[src/sv/rrhl_pkg.sv]
// ----------------------------------------------------------------------------
// rrhl_pkg
// shared types and fixed field widths of the rectangle hit lookup
// ----------------------------------------------------------------------------
package rrhl_pkg;

    localparam int INDEX_BITS  = 4;
    localparam int ACTIVE_BITS = 5;
    localparam int SLOT_BITS   = 4;

    typedef enum logic
    {
        OP_WRITE = 1'b0,
        OP_QUERY = 1'b1
    } op_t;

    typedef struct packed
    {
        logic                 hit;
        logic [SLOT_BITS-1:0] hit_slot;
    } result_t;

endpackage

[src/sv/rrhl_table.sv]
// ----------------------------------------------------------------------------
// rrhl_table
// rectangle table memory, one write port, one registered read port
// ----------------------------------------------------------------------------
module rrhl_table #(
    parameter int DEPTH      = 16,
    parameter int ADDR_BITS  = 4,
    parameter int DATA_BITS  = 48
) (
    input  logic                 clk,
    input  logic                 wr_en,
    input  logic [ADDR_BITS-1:0] wr_addr,
    input  logic [DATA_BITS-1:0] wr_data,
    input  logic                 rd_en,
    input  logic [ADDR_BITS-1:0] rd_addr,
    output logic [DATA_BITS-1:0] rd_data
);

    logic [DATA_BITS-1:0] mem [DEPTH];
    logic [DATA_BITS-1:0] rd_data_reg;

    always_ff @(posedge clk)
    begin
        if (wr_en)
        begin
            mem[wr_addr] <= wr_data;
        end
    end

    always_ff @(posedge clk)
    begin
        if (rd_en)
        begin
            rd_data_reg <= mem[rd_addr];
        end
    end

    assign rd_data = rd_data_reg;

endmodule

[src/sv/rrhl_scan.sv]
// ----------------------------------------------------------------------------
// rrhl_scan
// query sequencer: walks the table one entry per cycle, first-match compare
// ----------------------------------------------------------------------------
module rrhl_scan #(
    parameter int MAX_SPOTS  = 16,
    parameter int COORD_BITS = 12,
    parameter int ADDR_BITS  = 4,
    parameter int CNT_BITS   = 5
) (
    input  logic                                clk,
    input  logic                                rst_n,
    input  logic [rrhl_pkg::ACTIVE_BITS-1:0]    active_count,
    input  logic                                start,
    input  logic [COORD_BITS-1:0]               point_x,
    input  logic [COORD_BITS-1:0]               point_y,
    output logic                                ready,
    output logic                                rd_en,
    output logic [ADDR_BITS-1:0]                rd_addr,
    input  logic [4*COORD_BITS-1:0]             rd_data,
    output logic                                res_valid,
    input  logic                                res_ready,
    output rrhl_pkg::result_t                   res
);

    typedef enum logic [1:0]
    {
        S_IDLE,
        S_SCAN,
        S_EMPTY
    } state_t;

    state_t                state_reg;
    logic [ADDR_BITS-1:0]  idx_reg;
    logic [CNT_BITS-1:0]   limit_reg;
    logic [COORD_BITS-1:0] px_reg;
    logic [COORD_BITS-1:0] py_reg;
    logic                  res_valid_reg;
    rrhl_pkg::result_t     res_reg;

    logic [COORD_BITS-1:0] ent_x;
    logic [COORD_BITS-1:0] ent_y;
    logic [COORD_BITS-1:0] ent_w;
    logic [COORD_BITS-1:0] ent_h;
    logic [COORD_BITS:0]   ent_right;
    logic [COORD_BITS:0]   ent_bottom;
    logic                  match;
    logic                  last;
    logic                  stall;
    logic                  res_load;
    logic [CNT_BITS-1:0]   limit_next;
    int                    limit_i;

    assign ent_x = rd_data[COORD_BITS-1:0];
    assign ent_y = rd_data[2*COORD_BITS-1:COORD_BITS];
    assign ent_w = rd_data[3*COORD_BITS-1:2*COORD_BITS];
    assign ent_h = rd_data[4*COORD_BITS-1:3*COORD_BITS];

    assign ent_right  = {1'b0, ent_x} + {1'b0, ent_w};
    assign ent_bottom = {1'b0, ent_y} + {1'b0, ent_h};

    assign match = (px_reg >= ent_x) && ({1'b0, px_reg} < ent_right)
                && (py_reg >= ent_y) && ({1'b0, py_reg} < ent_bottom);

    assign last  = ((CNT_BITS'(idx_reg) + CNT_BITS'(1)) == limit_reg);
    assign stall = res_valid_reg && !res_ready;

    assign res_load = !stall
                   && (((state_reg == S_SCAN) && (match || last))
                       || (state_reg == S_EMPTY));

    always_comb
    begin
        if (int'(active_count) > MAX_SPOTS)
        begin
            limit_i = MAX_SPOTS;
        end
        else
        begin
            limit_i = int'(active_count);
        end
        limit_next = CNT_BITS'(limit_i);
    end

    // read port: first entry on start, next entry while the scan moves on
    always_comb
    begin
        rd_en   = 1'b0;
        rd_addr = '0;
        case (state_reg)
            S_IDLE:
            begin
                rd_en   = start;
                rd_addr = '0;
            end
            S_SCAN:
            begin
                rd_en   = !(match || last);
                rd_addr = idx_reg + ADDR_BITS'(1);
            end
            default:
            begin
                rd_en   = 1'b0;
                rd_addr = '0;
            end
        endcase
    end

    always_ff @(posedge clk or negedge rst_n)
    begin
        if (!rst_n)
        begin
            state_reg     <= S_IDLE;
            idx_reg       <= '0;
            limit_reg     <= '0;
            px_reg        <= '0;
            py_reg        <= '0;
            res_valid_reg <= 1'b0;
            res_reg       <= '0;
        end
        else
        begin
            if (res_load)
            begin
                res_valid_reg <= 1'b1;
            end
            else if (res_valid_reg && res_ready)
            begin
                res_valid_reg <= 1'b0;
            end
            case (state_reg)
                S_IDLE:
                begin
                    if (start)
                    begin
                        px_reg    <= point_x;
                        py_reg    <= point_y;
                        idx_reg   <= '0;
                        limit_reg <= limit_next;
                        if (limit_next == '0)
                        begin
                            state_reg <= S_EMPTY;
                        end
                        else
                        begin
                            state_reg <= S_SCAN;
                        end
                    end
                end
                S_SCAN:
                begin
                    if (match || last)
                    begin
                        if (!stall)
                        begin
                            res_reg.hit      <= match;
                            res_reg.hit_slot <= match
                                ? rrhl_pkg::SLOT_BITS'(idx_reg)
                                : '0;
                            state_reg        <= S_IDLE;
                        end
                    end
                    else
                    begin
                        idx_reg <= idx_reg + ADDR_BITS'(1);
                    end
                end
                S_EMPTY:
                begin
                    if (!stall)
                    begin
                        res_reg.hit      <= 1'b0;
                        res_reg.hit_slot <= '0;
                        state_reg        <= S_IDLE;
                    end
                end
                default:
                begin
                    state_reg <= S_IDLE;
                end
            endcase
        end
    end

    assign ready     = (state_reg == S_IDLE);
    assign res_valid = res_valid_reg;
    assign res       = res_reg;

    // scan index stays inside the searched range
    a_idx_in_range: assert property (@(posedge clk) disable iff (!rst_n)
        (state_reg == S_SCAN) |-> (CNT_BITS'(idx_reg) < limit_reg))
        else $error("scan index beyond limit");

    // a miss always reports slot zero
    a_miss_slot_zero: assert property (@(posedge clk) disable iff (!rst_n)
        (res_valid_reg && !res_reg.hit) |-> (res_reg.hit_slot == '0))
        else $error("miss with nonzero slot");

    // an accepted query leaves idle on the next cycle
    a_start_leaves_idle: assert property (@(posedge clk) disable iff (!rst_n)
        (start && state_reg == S_IDLE) |=> (state_reg != S_IDLE))
        else $error("query not started");

    // a new result is only loaded into a free output register
    a_no_overwrite: assert property (@(posedge clk) disable iff (!rst_n)
        (res_valid_reg && !res_ready) |=> res_valid_reg && $stable(res_reg))
        else $error("pending result overwritten");

endmodule

[src/sv/rect_region_hit_lookup_core.sv]
// ----------------------------------------------------------------------------
// rect_region_hit_lookup_core
// first-match point-in-rectangle lookup over a table of screen rectangles
// ----------------------------------------------------------------------------
// channel   dir  request
// s_axis    in   tuser=op, tdata=entry_index, rect x/y/w/h, point x/y
// m_axis    out  tdata=hit, hit_slot (queries only)
// cfg       in   cfg_wr_en/cfg_wr_data write active_count
//
// a write request lands in the table at its accept edge
// a query scans one entry per cycle through the table's single read port,
// stopping at the first hit or after limit entries, limit being
// min(active_count, MAX_SPOTS); a limit of 0 gives a miss without a scan
// s_tready is low while a query scans or waits on a full result register
// rst_n clears the config and scan registers, the table holds no reset value
// ----------------------------------------------------------------------------
module rect_region_hit_lookup_core #(
    parameter int MAX_SPOTS  = 16,
    parameter int COORD_BITS = 12,
    localparam int IN_BITS   = rrhl_pkg::INDEX_BITS + 6 * COORD_BITS,
    localparam int IN_WIDTH  = ((IN_BITS + 7) / 8) * 8,
    localparam int OUT_BITS  = 1 + rrhl_pkg::SLOT_BITS,
    localparam int OUT_WIDTH = ((OUT_BITS + 7) / 8) * 8
) (
    input  logic                             clk,
    input  logic                             rst_n,
    input  logic                             s_tvalid,
    output logic                             s_tready,
    // entry_index, rect_x, rect_y, rect_w, rect_h, point_x, point_y, zero pad
    input  logic [IN_WIDTH-1:0]              s_tdata,
    // op
    input  logic                             s_tuser,
    output logic                             m_tvalid,
    input  logic                             m_tready,
    // hit, hit_slot, zero pad
    output logic [OUT_WIDTH-1:0]             m_tdata,
    input  logic                             cfg_wr_en,
    input  logic [rrhl_pkg::ACTIVE_BITS-1:0] cfg_wr_data
);

    localparam int ADDR_BITS = (MAX_SPOTS > 1) ? $clog2(MAX_SPOTS) : 1;
    localparam int CNT_BITS  = $clog2(MAX_SPOTS + 1);
    localparam int IX        = rrhl_pkg::INDEX_BITS;

    logic [rrhl_pkg::ACTIVE_BITS-1:0]   active_count_reg;
    logic [rrhl_pkg::INDEX_BITS-1:0]    entry_index;
    logic [COORD_BITS-1:0]              rect_x;
    logic [COORD_BITS-1:0]              rect_y;
    logic [COORD_BITS-1:0]              rect_w;
    logic [COORD_BITS-1:0]              rect_h;
    logic [COORD_BITS-1:0]              point_x;
    logic [COORD_BITS-1:0]              point_y;
    logic                               accept;
    logic                               wr_en;
    logic                               query_start;
    logic                               scan_ready;
    logic                               rd_en;
    logic [ADDR_BITS-1:0]               rd_addr;
    logic [4*COORD_BITS-1:0]            rd_data;
    rrhl_pkg::result_t                  res;

    assign entry_index = s_tdata[IX-1:0];
    assign rect_x      = s_tdata[IX+1*COORD_BITS-1:IX+0*COORD_BITS];
    assign rect_y      = s_tdata[IX+2*COORD_BITS-1:IX+1*COORD_BITS];
    assign rect_w      = s_tdata[IX+3*COORD_BITS-1:IX+2*COORD_BITS];
    assign rect_h      = s_tdata[IX+4*COORD_BITS-1:IX+3*COORD_BITS];
    assign point_x     = s_tdata[IX+5*COORD_BITS-1:IX+4*COORD_BITS];
    assign point_y     = s_tdata[IX+6*COORD_BITS-1:IX+5*COORD_BITS];

    always_ff @(posedge clk or negedge rst_n)
    begin
        if (!rst_n)
        begin
            active_count_reg <= '0;
        end
        else if (cfg_wr_en)
        begin
            active_count_reg <= cfg_wr_data;
        end
    end

    assign s_tready    = scan_ready;
    assign accept      = s_tvalid && scan_ready;
    // slots beyond the table are dropped
    assign wr_en       = accept && (s_tuser == rrhl_pkg::OP_WRITE)
                      && (int'(entry_index) < MAX_SPOTS);
    assign query_start = accept && (s_tuser == rrhl_pkg::OP_QUERY);

    rrhl_table #(
        .DEPTH     (MAX_SPOTS),
        .ADDR_BITS (ADDR_BITS),
        .DATA_BITS (4 * COORD_BITS)
    ) u_table (
        .clk     (clk),
        .wr_en   (wr_en),
        .wr_addr (ADDR_BITS'(entry_index)),
        .wr_data ({rect_h, rect_w, rect_y, rect_x}),
        .rd_en   (rd_en),
        .rd_addr (rd_addr),
        .rd_data (rd_data)
    );

    rrhl_scan #(
        .MAX_SPOTS  (MAX_SPOTS),
        .COORD_BITS (COORD_BITS),
        .ADDR_BITS  (ADDR_BITS),
        .CNT_BITS   (CNT_BITS)
    ) u_scan (
        .clk          (clk),
        .rst_n        (rst_n),
        .active_count (active_count_reg),
        .start        (query_start),
        .point_x      (point_x),
        .point_y      (point_y),
        .ready        (scan_ready),
        .rd_en        (rd_en),
        .rd_addr      (rd_addr),
        .rd_data      (rd_data),
        .res_valid    (m_tvalid),
        .res_ready    (m_tready),
        .res          (res)
    );

    assign m_tdata = {{(OUT_WIDTH - OUT_BITS){1'b0}}, res.hit_slot, res.hit};

endmodule

[config.mk]
export PLATFORM = sky130hd
export DESIGN_NAME = rect_region_hit_lookup_core
export DESIGN_NICKNAME = d
export VERILOG_FILES = /design/src/sv/rrhl_pkg.sv /design/src/sv/rrhl_table.sv /design/src/sv/rrhl_scan.sv /design/src/sv/rect_region_hit_lookup_core.sv
export SDC_FILE = /design/constraint.sdc
export NUM_CORES = 1
export LEC_CHECK = 0
export ABC_AREA = 1
export BUFFER_PORTS_ARGS = -buffer_cell sky130_fd_sc_hd__buf_2
export CAP_MARGIN = 10
export CORE_MARGIN = 4
export CORE_UTILIZATION = 57
export DETAILED_ROUTE_END_ITERATION = 8
export PLACE_DENSITY = 0.74
export SLEW_MARGIN = 20
export SYNTH_ARGS = -nofsm -noshare
export SYNTH_HDL_FRONTEND = slang
export SYNTH_HIERARCHICAL = 1
export SYNTH_SLANG_ARGS = --single-unit
[constraint.sdc]
create_clock -name clk -period 3.7 [get_ports clk]
set_clock_uncertainty 0.05 [all_clocks]
set_input_delay 0.185 -clock clk [delete_from_list [all_inputs] [get_ports clk]]
set_output_delay 0.185 -clock clk [all_outputs]
set_load 0.005 [all_outputs]
# Yosys cells after proc, flatten, opt, wreduce, memory -nomap -nowiden
# Memories as Yosys holds them, arrays and structs flattened. A register that Yosys moved wholly into a read port is not among the register bits.
# Cells that the tools add are included.
[word_totals]
regBits = 46
ram_bits = 768
input_bits = 91
elab_cells = 72
memories = 1
[memory_table]
columns = ["memory", "depth", "width", "rd", "rd_ports_with_merged_regs", "wr", "line_no", "text"]
rows = [
  ["u_table.mem", 16, 48, 1, 1, 1, "rrhl_table.sv:19", "logic [DATA_BITS-1:0] mem [DEPTH];"],
]
[op_classes]
add_sub_neg = 4
order_cmp = 5
eq_ne = 8
n_mux = 20
bitwise = 1
reduce_logical = 24
[ops]
columns = ["op", "n"]
rows = [
  ["$add 12x12->13", 2],
  ["$lt 12x13->1", 2],
  ["$ge 12x12->1", 2],
  ["$mux 5", 4],
  ["$mux 4", 4],
  ["$logic_and 1x1->1", 10],
  ["$pmux 5 s2", 1],
  ["$mux 2", 4],
  ["$ne 2x2->1 const B", 4],
  ["$pmux 4 s2", 1],
  ["$pmux 2 s3", 1],
  ["$reduce_bool 2->1", 3],
  ["$add 4x1->5 const B", 1],
  ["$eq 5x5->1", 1],
  ["$gt 5x5->1 const B", 1],
  ["$logic_not 5->1", 1],
  ["$add 4x1->4 const B", 1],
  ["$mux 1", 4],
  ["$reduce_and 2->1", 2],
  ["$reduce_and 4->1", 1],
  ["$logic_not 1->1", 3],
  ["$reduce_and 3->1", 1],
  ["$eq 2x1->1 const B", 1],
  ["$eq 2x2->1 const B", 1],
  ["5 further kinds", 6],
]

# Logic depth before layout (Yosys ltp)
[logic_depth]
ltp_word = 10
ltp_mapped = 24
ltp_nobuf = 24

# Hierarchy
# Netlist, hierarchy kept.
[by_module_without_submodules]
columns = ["module", "instances", "cells_each", "area_per_inst_um2", "seq_area_each_um2"]
rows = [
  ["rrhl_table", 1, 3165, 34469.3, 24503.5],
  ["rrhl_scan", 1, 587, 4177.8, 1026.0],
  ["rect_region_hit_lookup_core", 1, 29, 226.5, 125.1],
]

# Worst setup path after synthesis
# Ideal clock, no wire load.
[synth_timing]
path_kind = "reg2reg"
start = "reg u_table.rd_data_reg[0], in the netlist u_table/rd_data[0] (read register of u_table.mem)"
end = "reg u_table.rd_data_reg[0], in the netlist u_table/rd_data[0] (read register of u_table.mem), enable pin"
setup_time_ps = 407
arrival_time_ps = 3623
required_ps = 3243
setup_slack_ps = -379
path_stages_with_launch = 22
period_less_slack_ps = 4079
path_cell_list = "edfxtp_1 ha_1 inv_1 fa_1 inv_1 nand2_1 a21oi_2 a21oi_1 nor3_1 nor2_1 xor2_1 ha_1 nand2_1 nand2_1 nand2_1 nand2_1 nand4_1 nand2_1 nor2_4 nand4_4 nand3_4 nand2_1"
[synth_via]
elab_chain_len = 8
[synth_lines]
columns = ["item", "line_no", "text"]
rows = [
  ["start, declared", "rrhl_table.sv:20", "logic [DATA_BITS-1:0] rd_data_reg;"],
  ["$add 12x12->13", "rrhl_scan.sv:59", "assign ent_right = {1'b0, ent_x} + {1'b0, ent_w};"],
  ["$lt 12x13->1", "rrhl_scan.sv:62", "assign match = (px_reg >= ent_x) && ({1'b0, px_reg} < ent_right)"],
  ["$logic_and 1x1->1 (*)", "rrhl_scan.sv:62", ""],
  ["$logic_and 1x1->1 (*) (2 in a row)", "rrhl_scan.sv:63", "&& (py_reg >= ent_y) && ({1'b0, py_reg} < ent_bottom);"],
  ["$logic_or 1x1->1 (*)", "rrhl_scan.sv:98", "rd_en = !(match || last);"],
  ["$logic_not 1->1 (*)", "rrhl_scan.sv:98", ""],
  ["$pmux 1 s2 (*)", "rrhl_scan.sv:90", "case (state_reg)"],
  ["named net rd_en", "rect_region_hit_lookup_core.sv:57", "logic rd_en;"],
]
# Mark *: on every way through the listed nets, which the timed path passes. The rest lies on a longest branch.
# A chain may end at the register's enable or synchronous reset.

# Worst setup path in the final report
[layout_timing]
start = "reg u_table.rd_data_reg[0], in the netlist u_table/rd_data[0] (read register of u_table.mem)"
end = "reg u_table.rd_data_reg[7], in the netlist u_table/rd_data[7] (read register of u_table.mem), enable pin"
# The elaborated chain is that of the path after synthesis.

==> results.py <==
metrics = {
    "clock_tree": {
        "cts_tree": "built",
        "max-clock-path-buffers": 3,
        "cts_sinks": 862,
        "cts_root_buf": "clkbuf_16",
        "clock_latency_ps": 660,
        "htreeDepth": 3,
        "clkTransAtPathRegs_ps": 60,
        "cts_buffers": 88,
    },
    "die": {
        "initial_core_util": 0.577,
        "fp.coreArea_sq_um": 67400,
        "die_w_microns": 269,
        "die_area_sq_um": 72400,
        "boundaryPins": 101,
        "die_y_microns": 269,
        "num_rows": 95,
    },
    "synthesis": {
        "yosysSeqAreaShare": 0.660,
        "ys_warn_count": 6,
        "synthArstFlopShare": 0.0534,
        "ys_ff_latch": 862,
        "synth_edf_count": 816,
        "syn_inst": 3781,
        "synth_ff_type": "edfxtp_1",
        "ys_types": 48,
        "synthesis.area_sq_um": 38900,
        "avgSynthCellArea_sq_um": 10.3,
    },
    "power": {
        "pwr-share-seq": 0.362,
        "power.density_nw_per_um2": 732,
        "power.leakage_nw": 19.5,
        "power.internal_mw": 20.6,
        "clkPwrFrac": 0.266,
        "ir_worst_vdd_uv": 518,
        "pwr-share-comb": 0.372,
        "netSwitchingPower_mw": 12.1,
        "swShare": 0.369,
    },
    "min_path": {
        "holdPathEnd": "u_scan/state_reg[0]$_DFFE_PN0P_",
        "hold_start": "s_tuser",
        "hold_class": "in -> reg",
        "hold_depth": 7,
    },
    "final_layout": {
        "most-common-layout-cells": "nand2_1 (1222), edfxtp_1 (816), inv_1 (653)",
        "fillers": 4778,
        "layout_commonest_cell": "nand2_1",
        "design_area_sq_um": 44700,
        "final_nets": 4142,
        "syn_to_final_growth_pct": 15.0,
        "largest_reg_flops": 768,
        "layout-drive-gt1-share": 0.0866,
    },
    "drt": {
        "dr.pass1.iters": 5,
        "drtIter0Drc": 2856,
        "vias": 26700,
        "wl_microns": 94600,
        "drc": 0,
        "vias_per_cell": 5.44,
        "wl_per_cell_microns": 19.2,
        "antenna_left": 0,
    },
    "worst_setup_path": {
        "critPathLaunchType": "flop",
        "required_ps": 4000,
        "reg2reg_depth": 22,
        "reg2reg_to": "u_table/rd_data[7]$_DFFE_PP_",
        "crit_slowest_cell": "fa_1",
        "r2r-start": "u_table/rd_data[0]$_DFFE_PP_",
        "cp.depth": 22,
        "end_kind": "flop",
        "critPathMaxStageDelay_ps": 380,
        "critPathMaxFanout": 12,
        "critPathBufInv": 3,
        "r2r_slack_ps": 200,
        "path_class": "reg -> reg",
        "crit_family": "simple AND/OR/NAND/NOR gates",
        "crit_top_cell": "nand2_1",
        "crit_arrival_ps": 3800,
        "crit_chain": "ha_1 > inv_1 > fa_1 > inv_1 > nand2_1 > a21oi_4 > a21oi_2 > nor3_1 > nor2_1 > xor2_1 > ha_1 > nand2_1 > nand2_1 > nand2_1 > nand2_1 > nand4_1 > nand2_2 > nor2_4 > nand4_4 > nand3_4 > nand2_8 > clkbuf_16",
    },
    "placed_design": {
        "hpwl_microns": 52800,
        "portBuffers": 93,
        "place.gp.congestion": 0.841,
        "dpl_cell_area_sq_um": 40900,
    },
    "timing": {
        "finalCritPeriodShare": 0.947,
        "hold_violations": 0,
        "max_freq_ghz": 0.285,
        "holdWs_ps": 57.2,
        "drv_slew": 0,
        "finalCriticalPeriod_ps": 3500,
        "setup_viol": 0,
        "tightest_slew_ps": 1050,
        "slew_headroom": 0.302,
        "finalSetupTns_ps": 0,
        "rsz0062_at_grt": "no",
    },
    "global_routing": {
        "grt_usage": 0.257,
        "grt_pass1_wl_microns": 145000,
        "first_global_vias": 25700,
        "grt_overflow": 0,
        "grt_max_degree": 93,
        "antenna_found_initial": 7,
    },
    "status": {
        "status": "finished, final reports clean",
    },
    "run": {
        "cap_viol_max_count": 0,
    },
}
power groups by stage:
| stage | registers, mW | logic, mW | clock network, mW |
|---|---|---|---|
| after CTS | 11.8 | 11.8 | 8.83 |
| after global routing | 11.9 | 13.5 | 9.24 |
| after floorplan | 11.9 | 8.75 | 0 |
| final | 11.8 | 12.2 | 8.71 |
| after global placement | 12.0 | 11.3 | 0 |
| after detailed placement | 12.0 | 11.6 | 0 |
how the worst max path moves through the flow:
stage / startpoint / to / slack, ps
detailed placement: u_table/rd_data[0]$_DFFE_PP_ / u_table/rd_data[32]$_DFFE_PP_ / 140
global route: u_table/rd_data[0]$_DFFE_PP_ / u_table/rd_data[7]$_DFFE_PP_ / 3
floorplan: u_scan/state_reg[0]$_DFFE_PN0P_ / u_table/mem[12][0]$_DFFE_PP_ / 60
CTS: u_table/rd_data[0]$_DFFE_PP_ / u_table/rd_data[23]$_DFFE_PP_ / 120
finish: u_table/rd_data[0]$_DFFE_PP_ / u_table/rd_data[7]$_DFFE_PP_ / 200
global placement: u_table/rd_data[0]$_DFFE_PP_ / u_table/rd_data[9]$_DFFE_PP_ / 220
timing repair:
action	4_1_cts	5_1_grt
buffers inserted	0	1
endpoints found under the setup margin	0	49
hold buffers	89	0
endpoints found under the hold margin	846	0
resized for setup	0	6
per-stage QoR:
step | worst slack [ps] | power, mW | std cells | utilization
4_1_cts | 121 | 32.4 | 4910 | 0.662
6_report | 196 | 32.7 | 4920 | 0.663
3_5_place_dp | 142 | 23.6 | 4664 | 0.607
5_1_grt | 3.12 | 34.7 | 4918 | 0.663
2_1_floorplan | 58.2 | 20.7 | 3783 | -
3_3_place_gp | 222 | 23.3 | 4664 | 0.607
area by class of cell:
cell class | count | area, sq um | share of cell area
inverters | 663 | 2510 | 0.0562
repair buffers | 268 | 2760 | 0.0618
well taps | 873 | 1090 | 0.0244
flip-flops and latches | 862 | 25700 | 0.574
clock inverters | 45 | 469 | 0.0105
clock buffers | 112 | 2350 | 0.0526
multi-input cells | 2092 | 9860 | 0.220
diodes | 5 | 12.5 | 0.000280
tightest hold or removal path, delay by kind of cell:
kind / cells / cell delay, ps
buffers and inverters: 3 / 200
AND/OR/NAND/NOR: 3 / 180
AO/OA/AOI/OAI: 1 / 140
Yosys cell counts, types with 3 or more instances:
cell	instances	share of area
xnor2_1	5	0.0011
nand3_1	601	0.077
a21o_1	4	0.00077
buf_2	78	0.010
nand2_1	1224	0.12
buf_1	8	0.00077
edfxtp_1	816	0.63
ha_1	74	0.024
nand4_1	7	0.0011
nor2_1	65	0.0063
xor2_1	17	0.0038
dfrtp_1	46	0.030
o21ai_0	10	0.0013
clkbuf_1	29	0.0028
nor3_1	5	0.00064
inv_2	5	0.00048
o2111ai_1	3	0.00068
buf_4	15	0.0029
a21oi_1	36	0.0046
nand3b_1	3	0.00058
buf_6	35	0.010
nand2_2	4	0.00064
inv_1	656	0.063
o21bai_1	3	0.00058
metal layers:
layer  wire length [microns]  track usage  part of all wire
met1                   37100        0.338              0.39
met2                   45700        0.431              0.48
met3                    8150       0.0464             0.086
met4                    3620       0.0977             0.038
met5                       7            0          0.000074
cells by family after synthesis:
group,after synthesis,synth area share
AND/OR/NAND/NOR,1925,0.209
XOR/XNOR,22,0.00496
buffers and inverters,829,0.0911
AO/OA/AOI/OAI,66,0.00995
other,1,0.0000965
adder cells (fa/ha/maj),76,0.0248
flip-flops,862,0.660
(Power assumes the default switching activity.)
